### src/rtl/mpe_pkg.sv
// Shared constants, codes and types of the modular polynomial evaluator.
package mpe_pkg;

  localparam int MAX_TERMS = 64;
  localparam int ADDR_W    = (MAX_TERMS > 1) ? $clog2(MAX_TERMS) : 1;
  localparam int DATA_W    = 31;
  localparam int DEG_W     = 6;
  localparam int MOD_W     = DATA_W + 1;
  localparam int PROD_W    = 2 * MOD_W;
  localparam int MU_W      = MOD_W + 2;
  localparam int NQ_W      = MU_W - 1;
  localparam int T_W       = NQ_W + MU_W;
  localparam int QM_W      = MU_W + MOD_W;
  localparam int R_W       = MOD_W + 2;
  localparam int SHR_W     = $clog2(MOD_W);
  localparam int DIV_STEPS = PROD_W;
  localparam int CNT_W     = $clog2(DIV_STEPS);
  localparam int PIPE_LEN  = 6;
  localparam int CFG_IDX_W = 2;

  localparam logic [CFG_IDX_W-1:0] REG_DEGREE  = CFG_IDX_W'(0);
  localparam logic [CFG_IDX_W-1:0] REG_MODULUS = CFG_IDX_W'(1);

  localparam logic OP_LOAD = 1'b0;
  localparam logic OP_EVAL = 1'b1;

  localparam logic [DATA_W-1:0] MODULUS_RST  = {DATA_W{1'b1}};
  localparam logic [MOD_W-1:0]  MOD_ZERO_EFF = {1'b1, {DATA_W{1'b0}}};

  typedef enum logic [1:0] {ST_IDLE, ST_MAC, ST_RUN, ST_FIN} eval_state_t;
  typedef enum logic [1:0] {RC_IDLE, RC_NORM, RC_DIV} recip_state_t;

  typedef struct packed {
    logic             busy;
    logic [MU_W-1:0]  mu;
    logic [SHR_W-1:0] shr;
  } recip_t;

  typedef struct packed {
    logic              valid;
    logic [DATA_W-1:0] acc;
    logic [DATA_W-1:0] x;
    logic [DATA_W-1:0] coef;
  } mac_req_t;

endpackage

### src/rtl/mpe_recip.sv
// Modulus normalisation and Barrett reciprocal, one bit per cycle.
module mpe_recip (
  input  logic                      clk,
  input  logic                      rst_n,
  input  logic                      start,
  input  logic [mpe_pkg::MOD_W-1:0] m_eff,
  output mpe_pkg::recip_t           rc
);
  import mpe_pkg::*;

  recip_state_t     state_r, state_nxt;
  logic [MOD_W-1:0] mn_r, mn_nxt;
  logic [SHR_W-1:0] sh_r, sh_nxt;
  logic [MOD_W-1:0] rem_r, rem_nxt;
  logic [MU_W-1:0]  mu_r, mu_nxt;
  logic [CNT_W-1:0] cnt_r, cnt_nxt;
  logic [MOD_W:0]   shifted;
  logic             ge;

  assign shifted = {rem_r, 1'b0};
  assign ge      = shifted >= {1'b0, mn_r};

  always_ff @(posedge clk) begin
    if (!rst_n) begin
      state_r <= RC_IDLE;
    end else begin
      state_r <= state_nxt;
    end
    mn_r  <= mn_nxt;
    sh_r  <= sh_nxt;
    rem_r <= rem_nxt;
    mu_r  <= mu_nxt;
    cnt_r <= cnt_nxt;
  end

  always_comb begin
    state_nxt = state_r;
    mn_nxt    = mn_r;
    sh_nxt    = sh_r;
    rem_nxt   = rem_r;
    mu_nxt    = mu_r;
    cnt_nxt   = cnt_r;
    if (start) begin
      state_nxt = RC_NORM;
      mn_nxt    = m_eff;
      sh_nxt    = '0;
    end else begin
      unique case (state_r)
        RC_IDLE: begin
        end
        RC_NORM: begin
          if (mn_r[MOD_W-1]) begin
            state_nxt = RC_DIV;
            rem_nxt   = MOD_W'(1);
            mu_nxt    = '0;
            cnt_nxt   = '0;
          end else begin
            mn_nxt = {mn_r[MOD_W-2:0], 1'b0};
            sh_nxt = sh_r + SHR_W'(1);
          end
        end
        RC_DIV: begin
          rem_nxt = ge ? MOD_W'(shifted - {1'b0, mn_r}) : shifted[MOD_W-1:0];
          mu_nxt  = {mu_r[MU_W-2:0], ge};
          cnt_nxt = cnt_r + CNT_W'(1);
          if (cnt_r == CNT_W'(DIV_STEPS - 1)) begin
            state_nxt = RC_IDLE;
          end
        end
        default: state_nxt = RC_IDLE;
      endcase
    end
  end

  assign rc.busy = (state_r != RC_IDLE);
  assign rc.mu   = mu_r;
  assign rc.shr  = ~sh_r;

  a_norm_in_div: assert property (@(posedge clk) disable iff (!rst_n)
    state_r == RC_DIV |-> mn_r[MOD_W-1])
    else $error("divisor not normalised during division");

  a_rem_below: assert property (@(posedge clk) disable iff (!rst_n)
    state_r == RC_DIV |-> rem_r < mn_r)
    else $error("partial remainder not below divisor");

  a_mu_range: assert property (@(posedge clk) disable iff (!rst_n)
    $fell(rc.busy) |-> mu_r[MU_W-1 -: 2] != 2'b00)
    else $error("reciprocal out of range");

endmodule

### config.mk
export PLATFORM = sky130hd
export DESIGN_NAME = mpe_recip
export DESIGN_NICKNAME = d
export VERILOG_FILES = /design/src/rtl/mpe_pkg.sv /design/src/rtl/mpe_recip.sv
export SDC_FILE = /design/constraint.sdc
export NUM_CORES = 1
export LEC_CHECK = 0
export BUFFER_PORTS_ARGS = -buffer_cell sky130_fd_sc_hd__buf_2
export CAP_MARGIN = 40
export CORE_UTILIZATION = 33
export CTS_BUF_LIST = sky130_fd_sc_hd__clkbuf_4 sky130_fd_sc_hd__clkbuf_8
export DETAILED_ROUTE_END_ITERATION = 8
export PLACE_DENSITY = 0.48
export SYNTH_ARGS = -nofsm -noshare
export SYNTH_HDL_FRONTEND = slang
export SYNTH_SLANG_ARGS = --single-unit
### constraint.sdc
create_clock -name clk -period 6.3 [get_ports clk]
set_clock_uncertainty 0.15 [all_clocks]
set_input_delay 0.945 -clock clk [delete_from_list [all_inputs] [get_ports clk]]
set_output_delay 0.945 -clock clk [all_outputs]
set_load 0.005 [all_outputs]
==> results of run 1 <==
[worst max-delay path, cell delays in order (launching register included)]
cell,delay [ps]
edfxtp_1,430
inv_1,100
ha_1,240
nor2b_1,140
nor3_1,200
o21bai_1,180
o311a_4,370
a31o_1,280
a21o_4,250
o21ai_4,720
nand2_4,180
a21o_1,230
[layout make-up]
type	count	area (um^2)	area share
clock buffers	9	124	0.0164
clock inverters	7	81.3	0.0108
inverters	47	176	0.0234
multi-input cells	456	3070	0.406
flip-flops and latches	111	3260	0.432
well taps	265	332	0.0439
repair buffers	85	512	0.0677
[cell usage in the layout, fill, tap and decap left out, drive strengths merged, types with 2 or more instances in the layout]
cell type and count:
a31o 2, clkbuf 9, nand2 44, o22ai 2
o31ai 17, a211oi 8, o21bai 5, o21a 4
edfxtp 104, ha 37, a22o 14, xnor2 22
dfxtp 7, a31oi 2, clkinv 3, or2 2
nand3 40, and3 3, inv 51, a311oi 3
nor2 27, o21ai 46, mux2i 2, a21o 25
or3 2, nor3 9, nand4 7, and2 38
buf 85, nor2b 7, a21oi 58, xor2 10
a211o 4, o211ai 4
[kinds of logic after synthesis]
kind of cell | count (synthesis) | synth area share
AOI/OAI and AO/OA | 202 | 0.204
xor gates and xnor gates | 32 | 0.0420
buffers and inverters | 82 | 0.0532
muxes | 2 | 0.00300
and+or+nand+nor | 182 | 0.137
DFF | 111 | 0.489
adders and majority gates | 38 | 0.0723
[state kept, by name, summed over array words and instances, names as in the netlist]
name	flops
cnt_r	6
mn_r	32
mu_r	34
rem_r	32
sh_r	5
state_r	2
[metal layers]
| layer | GRT usage | vias up | routed length [um] |
|---|---|---|---|
| li1 | - | 2502 | - |
| met1 | 0.252 | 2505 | 8780 |
| met2 | 0.266 | 139 | 7690 |
| met3 | 0.0182 | 23 | 597 |
| met4 | 0.0637 | 0 | 305 |
| met5 | 0 | - | 0 |
[report_power, final]
group          internal [uW]  switching (uW)
clock network            161             291
registers                849            25.5
logic                    156             237
[metrics by stage]
| step | area, um^2 | total power, uW | utilization | setup slack (ps) | hold slack (ps) |
|---|---|---|---|---|---|
| floorplan | 6680 | 1160 | - | 891 | 358 |
| global placement | 7250 | 1270 | 0.369 | 2470 | 376 |
| detailed placement | 7320 | 1280 | 0.372 | 2390 | 392 |
| CTS | 7530 | 1730 | 0.383 | 2510 | 413 |
| global route | 7550 | 1800 | 0.384 | 2340 | 439 |
| finish | 7550 | 1720 | 0.384 | 2590 | 406 |
[Yosys cell counts, drive strengths merged, types with 4 or more instances]
cell	instances	area, um^2
and2	38	238
nor2	27	101
o21a	4	30.0
nor2b	7	43.8
nand3	40	205
xor2	10	87.6
clkbuf	28	105
a22o	14	123
inv	46	173
ha	37	463
buf	7	73.8
o21bai	5	37.5
o21ai	46	245
dfxtp	7	140
edfxtp	104	3120
a21oi	58	294
o31ai	17	128
nor3	9	45.0
nand4	7	43.8
xnor2	22	193
nand2	44	173
a211o	4	36.3
o211ai	4	30.0
a211oi	8	82.6
a21o	25	196
[worst max path at each step]
| stage | depth (start not counted) | end | from |
|---|---|---|---|
| 2_1_floorplan | 3 | cnt_r[0] | start |
| 5_1_grt | 11 | rem_r[0] | mn_r[1] |
| 3_3_place_gp | 5 | mu_r[2] | start |
| 6_report | 11 | rem_r[0] | mn_r[1] |
| 4_1_cts | 4 | mu_r[23] | mn_r[31] |
| 3_5_place_dp | 5 | rem_r[22] | start |
==> impl_metrics.json, run 1 <==
{
  "synth_ff_type": "edfxtp_1",
  "coreArea_mm2": 0.0197,
  "grt_overflow": 0,
  "r2r-end": "rem_r[0]",
  "fmax_mhz": 269,
  "yosys_warnings": 0,
  "slew_viol_final": 0,
  "cts_resized": 0,
  "antenna_found_initial": 0,
  "ff2ff_setup_slack_ps": 2590,
  "crit_fanout": 28,
  "remaining_drc_errors": 0,
  "slew_headroom": 0.400,
  "synth.distinct_cells": 60,
  "power_density_mw_per_mm2": 228,
  "hold_path_class": "reg -> reg",
  "fillerInstances": 1994,
  "antenna_left": 0,
  "cts.clk_slew.worst_paths_ps": 110,
  "drtIter0Drc": 394,
  "wl_per_cell_um": 17.7,
  "diodes": 0,
  "worstPathRequired_ps": 6310,
  "post_cts_buffers": 0,
  "worst_skew_pair.late_latency_ps": 410,
  "place_hpwl_um": 12400,
  "initial_core_util": 0.340,
  "grt_use_total": 0.174,
  "port_buffers": 74,
  "synth-edff-count": 104,
  "cts-root-buf": "clkbuf_8",
  "holdPathEnd": "state_r[0]",
  "clock_path_buffers": 2,
  "crit_arrival_ps": 3720,
  "critPathKind": "reg -> reg",
  "cts_sinks": 111,
  "finalSetupViolCount": 0,
  "rsz0062_at_grt": "false",
  "grt_max_degree": 59,
  "cts_hold_buf": 0,
  "ir_drop_mv": 0.0975,
  "worst_pin_slew_ps": 896,
  "drt_wl_total_um": 17400,
  "fp-row-count": 51,
  "avgSynthCellArea_um2": 10.3,
  "fin_nets": 783,
  "reg2reg_from": "mn_r[1]",
  "via_per_inst": 5.27,
  "crit_path_start_kind": "flop",
  "async_flop_share": 0,
  "period_needed_ps": 3710,
  "grt_pass1_vias": 5076,
  "worst_setup_path_end_kind": "flop",
  "ys_ff_latch": 111,
  "fin_setup_tns_ps": 0,
  "leakagePower_uw": 0.00298,
  "die_h_um": 144,
  "synth.yosys.seq_area_share": 0.489,
  "holdPathStages": 2,
  "vias": 5169,
  "finalNonFillerCells": 980,
  "areaGrowthSynthToFinish_pct": 13.1,
  "grt_pass1_wl_um": 27500,
  "synth.net_count": 722,
  "drive_gt1_frac": 0.165,
  "htreeDepth": 3,
  "syn_area_mm2": 0.00668,
  "finalHoldViolCount": 0,
  "outcome": "finished, final reports clean",
  "cts-buffers-inserted": 9,
  "gp_congestion": 0.837,
  "io_pins": 75,
  "cap_violations": 0,
  "die_area_mm2": 0.0208,
  "place_inst": 963,
  "die_x_um": 144,
  "cts_tree": "built",
  "period_share": 0.589,
  "rr_worst_depth": 11,
  "dr.pass1.iters": 5,
  "synthCells": 649,
  "hp-start": "state_r[0]"
}
Note: power is estimated with default switching activity, not from simulation.
==> run 2: changes to the inputs <==
ABC_AREA = 1   (was default)
PLACE_DENSITY = 0.49   (was 0.48)
clock period = 3.2 ns   (was 6.3 ns; I/O delays follow)
==> run 2 against run 1 <==
  * Via count is 23% higher
  * Maximum frequency is 38% higher
  * Largest cell class is now multi-input gates
  * Highest routed layer is now met5
  * Sequential cell count did not move
==> impl_metrics.json, run 2 <==
{
  "outcome": "finished, final reports clean",
  "period_share": 0.838,
  "yosys.area.top_type": "edfxtp_1",
  "grt_pass1_vias": 6199,
  "htreeDepth": 3,
  "synthCells": 1048,
  "dr_wl_met3_um": 922,
  "die_x_um": 154,
  "ff2ff_setup_slack_ps": 520,
  "avgSynthCellArea_um2": 7.26,
  "post-route-util": 0.375,
  "die_h_um": 154,
  "fp-row-count": 55,
  "grt_use_total": 0.172,
  "crit_arrival_ps": 2710,
  "clock_path_buffers": 2,
  "largest_reg_flops": 34,
  "worst_skew_pair.late_latency_ps": 410,
  "ys_top_cells_by_count": "366 x nand2_1, 216 x inv_1, 105 x nor2_1, 104 x edfxtp_1, 38 x o21ai_0",
  "drtIter0Drc": 320,
  "port_buffers": 74,
  "post_cts_buffers": 0,
  "fin_setup_tns_ps": 0,
  "worst_pin_slew_ps": 475,
  "io_pins": 75,
  "yosys.area.top_type_share": 0.410,
  "grt_pass1_wl_um": 31800,
  "slew_viol_final": 0,
  "place_hpwl_um": 14600,
  "top_register": "mu_r",
  "m1WireLength_um": 9470,
  "cts_resized": 0,
  "async_flop_share": 0,
  "synth_ff_type": "edfxtp_1",
  "dr.pass1.iters": 4,
  "synth-edff-count": 104,
  "cts_tree": "built",
  "grt_overflow": 0,
  "top_regs": "mu_r x34, mn_r x32, rem_r x32",
  "gp_congestion": 0.904,
  "yosysMostFrequentCell": "nand2_1",
  "coreArea_mm2": 0.0226,
  "hold_path_class": "in -> reg",
  "cts-root-buf": "clkbuf_8",
  "cts-buffers-inserted": 9,
  "diodes": 0,
  "initial_core_util": 0.336,
  "worstPathRequired_ps": 3230,
  "period_needed_ps": 2680,
  "drt_wl_total_um": 19700,
  "synth.net_count": 1121,
  "remaining_drc_errors": 0,
  "worst_setup_path_end_kind": "flop",
  "finalSetupViolCount": 0,
  "final_common_cell": "nand2_1",
  "ys_top_cells_by_area": "edfxtp_1 41%, nand2_1 18%, inv_1 11%",
  "rsz0062_at_grt": "false",
  "highest_layer": "met5",
  "slew_headroom": 0.683,
  "leakagePower_uw": 0.00439,
  "syn_area_mm2": 0.00761,
  "wl_met2_um": 9020,
  "power_density_mw_per_mm2": 425,
  "ir_drop_mv": 0.266,
  "areaGrowthSynthToFinish_pct": 11.6,
  "cts_sinks": 111,
  "mostFrequentLayoutCells": "366 x nand2_1, 216 x inv_1, 104 x nor2_1, 104 x edfxtp_1, 74 x buf_2",
  "antenna_found_initial": 1,
  "cts_hold_buf": 0,
  "cap_violations": 0,
  "grt_max_degree": 73,
  "fillerInstances": 2498,
  "ys_ff_latch": 111,
  "fin_nets": 1191,
  "fmax_mhz": 373,
  "drive_gt1_frac": 0.117,
  "antenna_left": 0,
  "via_per_inst": 4.50,
  "finalHoldViolCount": 0,
  "synth.distinct_cells": 34,
  "wl_per_cell_um": 14.0,
  "synth.yosys.seq_area_share": 0.429,
  "yosys_warnings": 0,
  "die_area_mm2": 0.0237,
  "critPathKind": "reg -> reg",
  "vias": 6333,
  "crit_path_start_kind": "flop",
  "cts.clk_slew.worst_paths_ps": 130,
  "crit_fanout": 24
}
-- run 2: changes by cell type after synthesis, moves of 22 or more --
cell and change:
nand2_1 +323, nand3b_1 +22, inv_1 +170, nor2_1 +78, and2_1 -29, a21oi_1 -30
-- run 2: logic make-up (layout without fill, tap and decap cells) --
group / after synthesis / in the layout / share of synthesized area
XOR/XNOR: 15 / 15 / 0.0173
adder cells (fa/ha/maj): 38 / 38 / 0.0635
buffers and inverters: 243 / 318 / 0.125
AND/OR/NAND/NOR: 571 / 571 / 0.318
flip-flops: 111 / 111 / 0.429
AO/OA/AOI/OAI: 70 / 70 / 0.0474
-- run 2: metrics by stage --
step                      cell area (um^2)  cells  setup slack [ps]  total power [uW]  hold WS, ps
after CTS                             8490   1408               452              3670          136
after detailed placement              8290   1392               456              2740          303
final                                 8490   1408               517              3610          147
after global routing                  8490   1408               263              3850          123
after global placement                8290   1392               504              2740          286
after floorplan                       7620   1048               642              2470          272
-- run 2: cell type report --
class                   count  area, um^2  share of cell area
well taps                 285         357              0.0420
flip-flops and latches    111        3260               0.384
repair buffers             82         443              0.0522
clock inverters             6        62.6             0.00737
multi-input cells         694        3400               0.401
clock buffers              10         131              0.0155
inverters                 220         828              0.0976
-- run 2: final timing paths --
kind | start | endpoint | cells after the start
setup / recovery | rem_r[22] | rem_r[31] | 12
hold / removal | rst_n | state_r[0] | 2
setup reg to reg | rem_r[22] | rem_r[31] | 12
hold reg to reg | sh_r[4] | sh_r[4] | 1
-- run 2: worst max-delay path, cell delays in order (launching register included) --
cell and delay [ps]:
edfxtp_1 410, ha_1 410, nand2_1 160, nor2_2 180, nand2_1 110, nor2_2 170, nand2_1 70, nand3_1 90
inv_2 120, nand2_8 180, inv_4 170, nor2_1 170, nor2_1 50
-- run 2: metal layers --
metal,GRT usage,vias to the layer above
met1,0.226,2845
met2,0.289,123
met4,0.0400,2
li1,-,3346
met3,0.0347,17
met5,0,-
-- run 2: power by group --
part	switching [uW]	internal [uW]	total, uW
logic	655	322	977
clock network	591	316	907
registers	36.1	1690	1720
